### config.mk
export PLATFORM = sky130hd
export DESIGN_NAME = median_of_five_to_duty
export DESIGN_NICKNAME = d
export VERILOG_FILES = /design/src/med5d_pkg.sv /design/src/med5d_cell.sv /design/src/med5d_scale.sv /design/src/median_of_five_to_duty.sv
export SDC_FILE = /design/constraint.sdc
export NUM_CORES = 1
export LEC_CHECK = 0
export ABC_AREA = 1
export BUFFER_PORTS_ARGS = -buffer_cell sky130_fd_sc_hd__buf_2
export CORE_ASPECT_RATIO = 1.75
export CORE_MARGIN = 8
export CORE_UTILIZATION = 64
export CTS_BUF_LIST = sky130_fd_sc_hd__clkbuf_8 sky130_fd_sc_hd__clkbuf_16
export DETAILED_ROUTE_END_ITERATION = 8
export PLACE_DENSITY_LB_ADDON = 0.25
export RECOVER_POWER = 50
export SKIP_CTS_REPAIR_TIMING = 1
export SLEW_MARGIN = 20
export SYNTH_ARGS = -nofsm -noshare
export SYNTH_HDL_FRONTEND = slang
export SYNTH_SLANG_ARGS = --single-unit
### constraint.sdc
create_clock -name i_clk -period 5.85 [get_ports i_clk]
set_input_delay 0.585 -clock i_clk [delete_from_list [all_inputs] [get_ports i_clk]]
set_output_delay 0.585 -clock i_clk [all_outputs]
set_load 0.02 [all_outputs]
### src/med5d_pkg.sv
package med5d_pkg;

    // defaults for the top-level parameters
    localparam int SAMPLES_DEF  = 5;
    localparam int CHANNELS_DEF = 2;

    // fixed field widths
    localparam int SAMPLE_W = 12;
    localparam int DUTY_W   = 8;

    // duty scaling: (median - floor) * top / span, truncated
    localparam int DUTY_FLOOR = 10;
    localparam int ADC_TOP    = 4095;
    localparam int DUTY_TOP   = 255;
    localparam int DUTY_SPAN  = ADC_TOP - DUTY_FLOOR;
    localparam int PROD_W     = SAMPLE_W + DUTY_W;
    // division by the span as a multiply by ceil(2^32 / span) and a 32-bit shift,
    // exact over the whole product range
    localparam int RECIP_SH   = 32;
    localparam int RECIP_W    = 21;
    localparam int DUTY_RECIP = 1051400;

    typedef enum logic [2:0] {
        ST_IDLE,
        ST_FEED,
        ST_MED,
        ST_SCALE,
        ST_OUT
    } t_state;

    // control shared by every sort cell
    typedef struct packed {
        logic clear;
        logic ins;
    } t_cell_ctl;

    // scaler status back to the sequencer
    typedef struct packed {
        logic busy;
        logic done;
    } t_scale_stat;

endpackage

### src/med5d_cell.sv
module med5d_cell
    import med5d_pkg::*;
(
    input  logic                i_clk,
    input  logic                i_rst_n,
    input  t_cell_ctl           i_ctl,
    input  logic [SAMPLE_W-1:0] i_x,
    input  logic                i_left_lt,
    input  logic                i_left_vld,
    input  logic [SAMPLE_W-1:0] i_left_val,
    output logic                o_lt,
    output logic [SAMPLE_W-1:0] o_val,
    output logic                o_vld
);

    logic [SAMPLE_W-1:0] r_val;
    logic                r_vld;
    logic                w_mine;

    // an empty cell takes the new value only right behind the last filled one
    assign w_mine = r_vld ? (i_x < r_val) : i_left_vld;
    assign o_lt   = r_vld && (i_x < r_val);
    assign o_val  = r_val;
    assign o_vld  = r_vld;

    always_ff @(posedge i_clk) begin
        if (!i_rst_n) begin
            r_vld <= 1'b0;
        end else if (i_ctl.clear) begin
            r_vld <= 1'b0;
        end else if (i_ctl.ins) begin
            if (i_left_lt) begin
                r_vld <= 1'b1;
            end else if (w_mine) begin
                r_vld <= 1'b1;
            end
        end
    end

    // new value lands here, or the left neighbor shifts in
    always_ff @(posedge i_clk) begin
        if (i_ctl.ins && !i_ctl.clear) begin
            if (i_left_lt) begin
                r_val <= i_left_val;
            end else if (w_mine) begin
                r_val <= i_x;
            end
        end
    end

endmodule

### src/med5d_scale.sv
module med5d_scale
    import med5d_pkg::*;
(
    input  logic                i_clk,
    input  logic                i_rst_n,
    input  logic                i_start,
    input  logic [SAMPLE_W-1:0] i_median,
    output t_scale_stat         o_stat,
    output logic [DUTY_W-1:0]   o_duty
);

    localparam int FULL_W = PROD_W + RECIP_W;

    logic [PROD_W-1:0] r_prod;
    logic [DUTY_W-1:0] r_q;
    logic              r_busy;
    logic              r_done;
    logic [PROD_W-1:0] w_prod;
    logic [FULL_W-1:0] w_full;

    // below the floor the duty saturates at zero
    assign w_prod = (i_median < SAMPLE_W'(DUTY_FLOOR)) ? '0 :
                    PROD_W'(i_median - SAMPLE_W'(DUTY_FLOOR)) * PROD_W'(DUTY_TOP);
    // truncated quotient by the span, via the reciprocal
    assign w_full = FULL_W'(r_prod) * FULL_W'(DUTY_RECIP);

    always_ff @(posedge i_clk) begin
        if (!i_rst_n) begin
            r_busy <= 1'b0;
            r_done <= 1'b0;
        end else begin
            r_busy <= i_start;
            r_done <= r_busy;
        end
    end

    // product registered on start, quotient from the registered product while busy
    always_ff @(posedge i_clk) begin
        if (i_start) begin
            r_prod <= w_prod;
        end
        if (r_busy) begin
            r_q <= w_full[RECIP_SH +: DUTY_W];
        end
    end

    assign o_stat.busy = r_busy;
    assign o_stat.done = r_done;
    assign o_duty      = r_q;

endmodule

### src/median_of_five_to_duty.sv
// channel | direction | handshake        | payload
// input   | in        | i_valid/o_stall  | i_channel, i_sample
// output  | out       | o_valid/i_stall  | o_out_channel, o_median_value, o_duty
//
// a sample that does not finish its channel's block does not stall input
// the sample that finishes a block goes through the accept cycle, the block streamed
//   through the insertion-sort cell chain (one memory read per cycle), the median
//   pick and the scaler, with input stalled after the accept
// reset is synchronous and active low; it clears the fill counts, the
//   sequencer and the cell valid bits; the sample memory is not cleared
// a result held in the output register does not block input; a second finished
//   block waits for it with input stalled
module median_of_five_to_duty
    import med5d_pkg::*;
#(
    parameter int SAMPLES  = SAMPLES_DEF,
    parameter int CHANNELS = CHANNELS_DEF,
    localparam int CH_W    = (CHANNELS > 1) ? $clog2(CHANNELS) : 1
) (
    input  logic                i_clk,
    input  logic                i_rst_n,
    input  logic                i_valid,
    output logic                o_stall,
    input  logic [CH_W-1:0]     i_channel,
    input  logic [SAMPLE_W-1:0] i_sample,
    output logic                o_valid,
    input  logic                i_stall,
    output logic [CH_W-1:0]     o_out_channel,
    output logic [SAMPLE_W-1:0] o_median_value,
    output logic [DUTY_W-1:0]   o_duty
);

    localparam int DEPTH  = CHANNELS * SAMPLES;
    localparam int ADDR_W = (DEPTH > 1) ? $clog2(DEPTH) : 1;
    localparam int CNT_W  = (SAMPLES > 1) ? $clog2(SAMPLES) : 1;
    localparam int MID    = SAMPLES / 2;

    // sequencer
    t_state r_state, n_state;
    logic [CNT_W-1:0] r_fill [CHANNELS];
    logic [CNT_W-1:0] r_idx;
    logic [CNT_W-1:0] n_idx;
    logic [CH_W-1:0]  r_chan;
    logic [SAMPLE_W-1:0] r_held;
    logic [SAMPLE_W-1:0] r_med;

    // sample memory, one block row per channel
    logic [SAMPLE_W-1:0] r_mem [DEPTH];
    logic [SAMPLE_W-1:0] r_rd_data;
    logic [ADDR_W-1:0]   w_wr_addr;
    logic [ADDR_W-1:0]   w_rd_addr;

    // transaction decode
    logic w_accept;
    logic w_chan_ok;
    logic w_last;
    logic [CNT_W-1:0] w_fill;

    // sort chain
    t_cell_ctl           w_ctl;
    logic [SAMPLE_W-1:0] w_x;
    logic                w_lt  [SAMPLES];
    logic [SAMPLE_W-1:0] w_val [SAMPLES];
    logic                w_vld [SAMPLES];

    // scaler and output register
    t_scale_stat       w_stat;
    logic [DUTY_W-1:0] w_duty;
    logic              w_start;
    logic              w_load;
    logic              w_out_free;
    logic              r_o_valid;
    logic [CH_W-1:0]     r_o_chan;
    logic [SAMPLE_W-1:0] r_o_med;
    logic [DUTY_W-1:0]   r_o_duty;

    assign o_stall   = (r_state != ST_IDLE);
    assign w_accept  = i_valid && !o_stall;
    // channel numbers beyond the configured count are dropped
    assign w_chan_ok = (32'(i_channel) < 32'(CHANNELS));
    assign w_fill    = w_chan_ok ? r_fill[i_channel] : '0;
    assign w_last    = (w_fill == CNT_W'(SAMPLES - 1));

    assign w_wr_addr = ADDR_W'(i_channel) * ADDR_W'(SAMPLES) + ADDR_W'(w_fill);
    assign w_rd_addr = ADDR_W'(r_chan) * ADDR_W'(SAMPLES) + ADDR_W'(r_idx);

    assign w_out_free = !r_o_valid || !i_stall;

    always_ff @(posedge i_clk) begin
        if (w_accept && w_chan_ok) begin
            r_mem[w_wr_addr] <= i_sample;
        end
        r_rd_data <= r_mem[w_rd_addr];
    end

    always_ff @(posedge i_clk) begin
        if (!i_rst_n) begin
            r_state <= ST_IDLE;
            r_idx   <= '0;
            for (int c = 0; c < CHANNELS; c++) begin
                r_fill[c] <= '0;
            end
        end else begin
            r_state <= n_state;
            r_idx   <= n_idx;
            if (w_accept && w_chan_ok) begin
                r_fill[i_channel] <= w_last ? '0 : w_fill + 1'b1;
            end
        end
    end

    // block context for the sort pass
    always_ff @(posedge i_clk) begin
        if (w_accept && w_chan_ok && w_last) begin
            r_held <= i_sample;
            r_chan <= i_channel;
        end
        if (r_state == ST_MED) begin
            r_med <= w_val[MID];
        end
    end

    always_comb begin
        n_state   = r_state;
        n_idx     = r_idx;
        w_ctl     = '0;
        w_start   = 1'b0;
        w_load    = 1'b0;
        case (r_state)
            ST_IDLE: begin
                if (w_accept && w_chan_ok && w_last) begin
                    w_ctl.clear = 1'b1;
                    n_idx       = '0;
                    n_state     = ST_FEED;
                end
            end
            ST_FEED: begin
                // newest sample first, then the stored ones in read order
                w_ctl.ins = 1'b1;
                n_idx     = r_idx + 1'b1;
                if (r_idx == CNT_W'(SAMPLES - 1)) begin
                    n_state = ST_MED;
                end
            end
            ST_MED: begin
                w_start = 1'b1;
                n_state = ST_SCALE;
            end
            ST_SCALE: begin
                if (w_stat.done) begin
                    if (w_out_free) begin
                        w_load  = 1'b1;
                        n_state = ST_IDLE;
                    end else begin
                        n_state = ST_OUT;
                    end
                end
            end
            ST_OUT: begin
                if (w_out_free) begin
                    w_load  = 1'b1;
                    n_state = ST_IDLE;
                end
            end
            default: begin
                n_state = ST_IDLE;
            end
        endcase
    end

    assign w_x = (r_idx == '0) ? r_held : r_rd_data;

    // insertion-sort chain, ascending, empties at the high end
    for (genvar g = 0; g < SAMPLES; g++) begin : g_cell
        logic                w_left_lt;
        logic                w_left_vld;
        logic [SAMPLE_W-1:0] w_left_val;
        if (g == 0) begin : g_head
            assign w_left_lt  = 1'b0;
            assign w_left_vld = 1'b1;
            assign w_left_val = w_x;
        end else begin : g_link
            assign w_left_lt  = w_lt[g-1];
            assign w_left_vld = w_vld[g-1];
            assign w_left_val = w_val[g-1];
        end
        med5d_cell u_cell (
            .i_clk      (i_clk),
            .i_rst_n    (i_rst_n),
            .i_ctl      (w_ctl),
            .i_x        (w_x),
            .i_left_lt  (w_left_lt),
            .i_left_vld (w_left_vld),
            .i_left_val (w_left_val),
            .o_lt       (w_lt[g]),
            .o_val      (w_val[g]),
            .o_vld      (w_vld[g])
        );
    end

    // the chain is settled during the median cycle, so the scaler takes it directly
    med5d_scale u_scale (
        .i_clk    (i_clk),
        .i_rst_n  (i_rst_n),
        .i_start  (w_start),
        .i_median (w_val[MID]),
        .o_stat   (w_stat),
        .o_duty   (w_duty)
    );

    // output register, parts the result from the input side
    always_ff @(posedge i_clk) begin
        if (!i_rst_n) begin
            r_o_valid <= 1'b0;
        end else if (w_load) begin
            r_o_valid <= 1'b1;
        end else if (!i_stall) begin
            r_o_valid <= 1'b0;
        end
    end

    always_ff @(posedge i_clk) begin
        if (w_load) begin
            r_o_chan <= r_chan;
            r_o_med  <= r_med;
            r_o_duty <= w_duty;
        end
    end

    assign o_valid        = r_o_valid;
    assign o_out_channel  = r_o_chan;
    assign o_median_value = r_o_med;
    assign o_duty         = r_o_duty;

    // every cell holds a sample when the median is taken
    a_chain_full: assert property (@(posedge i_clk) disable iff (!i_rst_n)
        (r_state == ST_MED) |-> w_vld[SAMPLES-1])
        else $error("sort chain not full at median pick");

    // a completing transaction starts the sort pass
    a_feed_start: assert property (@(posedge i_clk) disable iff (!i_rst_n)
        (w_accept && w_chan_ok && w_last) |=> (r_state == ST_FEED))
        else $error("block completion did not start the sort pass");

    // the scaler finishes only while the sequencer waits on it
    a_done_scale: assert property (@(posedge i_clk) disable iff (!i_rst_n)
        w_stat.done |-> (r_state == ST_SCALE))
        else $error("scaler done outside the scale state");

    // the scaler is never restarted while busy
    a_start_idle: assert property (@(posedge i_clk) disable iff (!i_rst_n)
        w_start |-> !w_stat.busy)
        else $error("scaler restarted while busy");

    // a new result is loaded only after the scaler finished
    a_load_src: assert property (@(posedge i_clk) disable iff (!i_rst_n)
        w_load |-> ((r_state == ST_SCALE) && w_stat.done) || (r_state == ST_OUT))
        else $error("output loaded without a finished result");

endmodule

==> metrics.md <==
| Metric | Value |
|---|---|
| Mean routed wirelength per cell | 17.7 um |
| Total wire length | 36400 um |
| Antenna diodes | 0 |
| Area growth syn-to-layout | 8.34% |
| Delay of the slowest critical-path stage | 0.55 ns |
| Seq cells post-synth | 260 |
| Worst r2r src | g_cell[2].u_cell.o_val[1] |
| Startpoint types | flip-flop |
| Status | complete, but fails checks |
| Slew headroom | -27.4% |
| Site row count | 79 |
| Async S/R FF share, synth | 0% |
| Top FF cell, synth | edfxtp_1 |
| Largest buffer count on any clock path | 3 |
| Syn. warnings | 0 |
| Distinct cells, synth | 47 |
| Commonest cells after routing, fill and taps aside | inv_1, edfxtp_1, nand2_1 |
| Final hold vios | 0 |
| I/O Pins | 40 |
| DRT iter0 DRCs | 544 |
| Total grt overflow | 0 |
| Number of iterations in the first detailed-routing pass | 7 |
| Worst Setup SP | g_cell[2].u_cell.o_val[1] |
| Most Crowded Layer GR | met2 |
| Peak Freq | 182 MHz |
| Largest net degree at the start of global routing | 62 |
| Clk slew on worst S/H paths | 0.07 ns |
| Final setup viols | 0 |
| Mapped Area | 17000 um2 |
| Non-filler cells, final | 2063 |
| Max-slew violation count | 33 |
| Via count | 11644 |
| Met2 Usage GRT | 46.1% |
| Max Cap Viol | 1 |
| Final period util | 93.8% |
| Worst Hold Class | in2reg |
| Failing checks | max-capacitance violations, max-slew violations |
| Met3 Use GR | 2.82% |
| Gr usage total | 22.8% |
| Die area | 32300 um2 |
| Crit. End Element | flip-flop |
| Clock insertion delay at the later pin of the skew report | 0.54 ns |
| Layout cells sized above 1 | 7.76% |
| Worst Path Max Fanout | 5 |
| Initial Util | 64.5% |
| Slowest CP cell | fa_1 |
| FF-to-FF setup slack | 0.36 ns |
| EDFF count, synth | 236 |
| Initial antenna violation count | 0 |
| Post-synthesis sequential area ratio | 44.4% |
| Vias/cell | 5.64 |
| Worst slew pin tran | 1.91 ns |
| Vias in the first global route | 12127 |
| Worst setup path end | u_scale.r_prod[19] |
| Die X | 139 um |
| Synth top area share | 41.6% |
| Cts bufs inserted | 24 |
| Fillcell total | 1922 |
| Met1 Usage GRT | 21.2% |
| Worst Clk Skew | 0.0234 ns |
| Die Y-Extent | 232 um |
| Top cells by area, synth | edfxtp_1, ha_1, fa_1, inv_1, nand2_1 |
| CP arrival | 5.77 ns |
| First-pass GRT wire length | 57900 um |
| Setup CP Type | reg2reg |
| Pre-CTS setup slack | 0.246 ns |
| Net Count, Synth | 1959 |
| Placed insts | 2019 |
| Mapped Cells | 1671 |
| Post-synth top area cell | edfxtp_1 |
| Clock sinks | 260 |
| Setup ws final | 0.362 ns |
| GP Congestion | 0.928 |
| Port-buffer cells | 39 |
| Power per standard cell area | 493 nW/um2 |
| Commonest non-fill, non-tap cell in the layout | inv_1 |
| Post-DP HPWL | 28500 um |
| Number of nets in the layout | 2009 |
| Shortest period the worst path allows | 5.49 ns |
| Cell mode on critical path | inv_1 |
| R2R depth | 28 |
| Root Buffer | clkbuf_16 |
| VDD IR-drop max | 0.328 mV |
| RR Endpoint | u_scale.r_prod[19] |
| CP required | 6.14 ns |
| Post-Syn Area per Cell | 10.2 um2 |
| Leak pwr | 8.37 nW |
| DRC Markers | 0 |
| CTS tree | built |
| H-tree depth | 1 |
| Routed Antenna Nets | 0 |
| Core ar. | 26400 um2 |
[per-layer routing]
metal / wire length (um) / share of wire [%]
met1: 12400 / 34
met3: 1470 / 4.0
met4: 1930 / 5.3
met2: 20600 / 57
met5: 0 / 0
[power by group]
part	leakage, nW	total [mW]	switching [mW]	internal (mW)
clock	0.407	1.63	0.694	0.933
combinational	5.62	5.04	3.22	1.82
sequential	2.34	2.44	0.111	2.33
[worst max-delay path, delay by kind of cell, from the launching register on]
family	cells	cell delay (ns)
AOI/OAI and AO/OA	4	0.73
xor gates and xnor gates	2	0.38
adders and majority gates	6	2.40
buffers and inverters	8	0.58
DFF	1	0.45
and+or+nand+nor	8	0.70
[final cells by class]
class | count | area (um2) | share of cell area, %
clock buffer | 24 | 601 | 3.25
timing repair buffer | 52 | 241 | 1.31
tap | 324 | 405 | 2.20
inverter | 354 | 1330 | 7.20
clock inverter | 20 | 220 | 1.19
sequential | 260 | 7570 | 41.0
multi-input combinational | 1029 | 8090 | 43.8
[sequential cells by signal, indices dropped and copies added (netlist names), 6 cells and up]
register and cells:
o_median_value 12, r_rd_data 12, u_scale.r_prod 20, r_held 12, o_duty 8, r_mem 120
u_scale.o_duty 8, r_med 12, r_fill 6, g_cell.u_cell.o_val 36
[synth_stat cells (5+ instances only)]
cell type,instances
mux2i_1,12
o21bai_1,6
clkbuf_1,27
o21ai_1,5
fa_1,79
nand2_2,15
inv_1,346
nand3_1,35
nor2_4,6
dfxtp_1,24
mux2_2,11
o21ai_0,91
o21a_1,6
ha_1,192
a31oi_1,6
xor2_1,25
a21oi_1,87
inv_2,7
nor3_1,12
nor2_1,116
o31ai_1,6
edfxtp_1,236
o32ai_1,12
o221ai_1,12
nand2_1,229
o211ai_1,19
nand3_2,8
[per-stage QoR]
stage | instance area, um2 | setup TNS, ns | utilization, % | power [mW] | hold WS [ns]
finish | 18500 | 0 | 69.9 | 9.10 | 0.397
global route | 18500 | -0.00852 | 69.9 | 9.97 | 0.380
CTS | 18500 | 0 | 70.0 | 9.10 | 0.338
detailed placement | 17600 | 0 | 66.9 | 7.45 | 0.405
global placement | 17600 | 0 | 66.8 | 7.23 | 0.401
floorplan | 17000 | 0 | - | 6.21 | 0.400
[worst min-delay path by stage]
stage,startpoint,end,slack (ns),cells after the start
6_report,i_stall,r_state[2],0.40,3
3_3_place_gp,u_scale.o_duty[3],o_duty[3],0.40,0
4_1_cts,i_sample[6],r_mem[6][6],0.34,1
3_5_place_dp,r_med[3],o_median_value[3],0.40,0
2_1_floorplan,u_scale.o_duty[0],o_duty[0],0.40,0
5_1_grt,i_stall,r_state[2],0.38,3
[cells by family (layout without fill, tap and decap cells)]
kind of cell | count (synthesis) | count (layout) | share of synthesized area (%)
AND/OR/NAND/NOR | 441 | 441 | 11.5
buffers and inverters | 382 | 450 | 8.46
adder cells (fa/ha/maj) | 271 | 271 | 23.4
AO/OA/AOI/OAI | 265 | 265 | 9.22
flip-flops | 260 | 260 | 44.4
XOR/XNOR | 29 | 29 | 1.54
multiplexers | 23 | 23 | 1.43
Power figures use the tool's default switching activity.
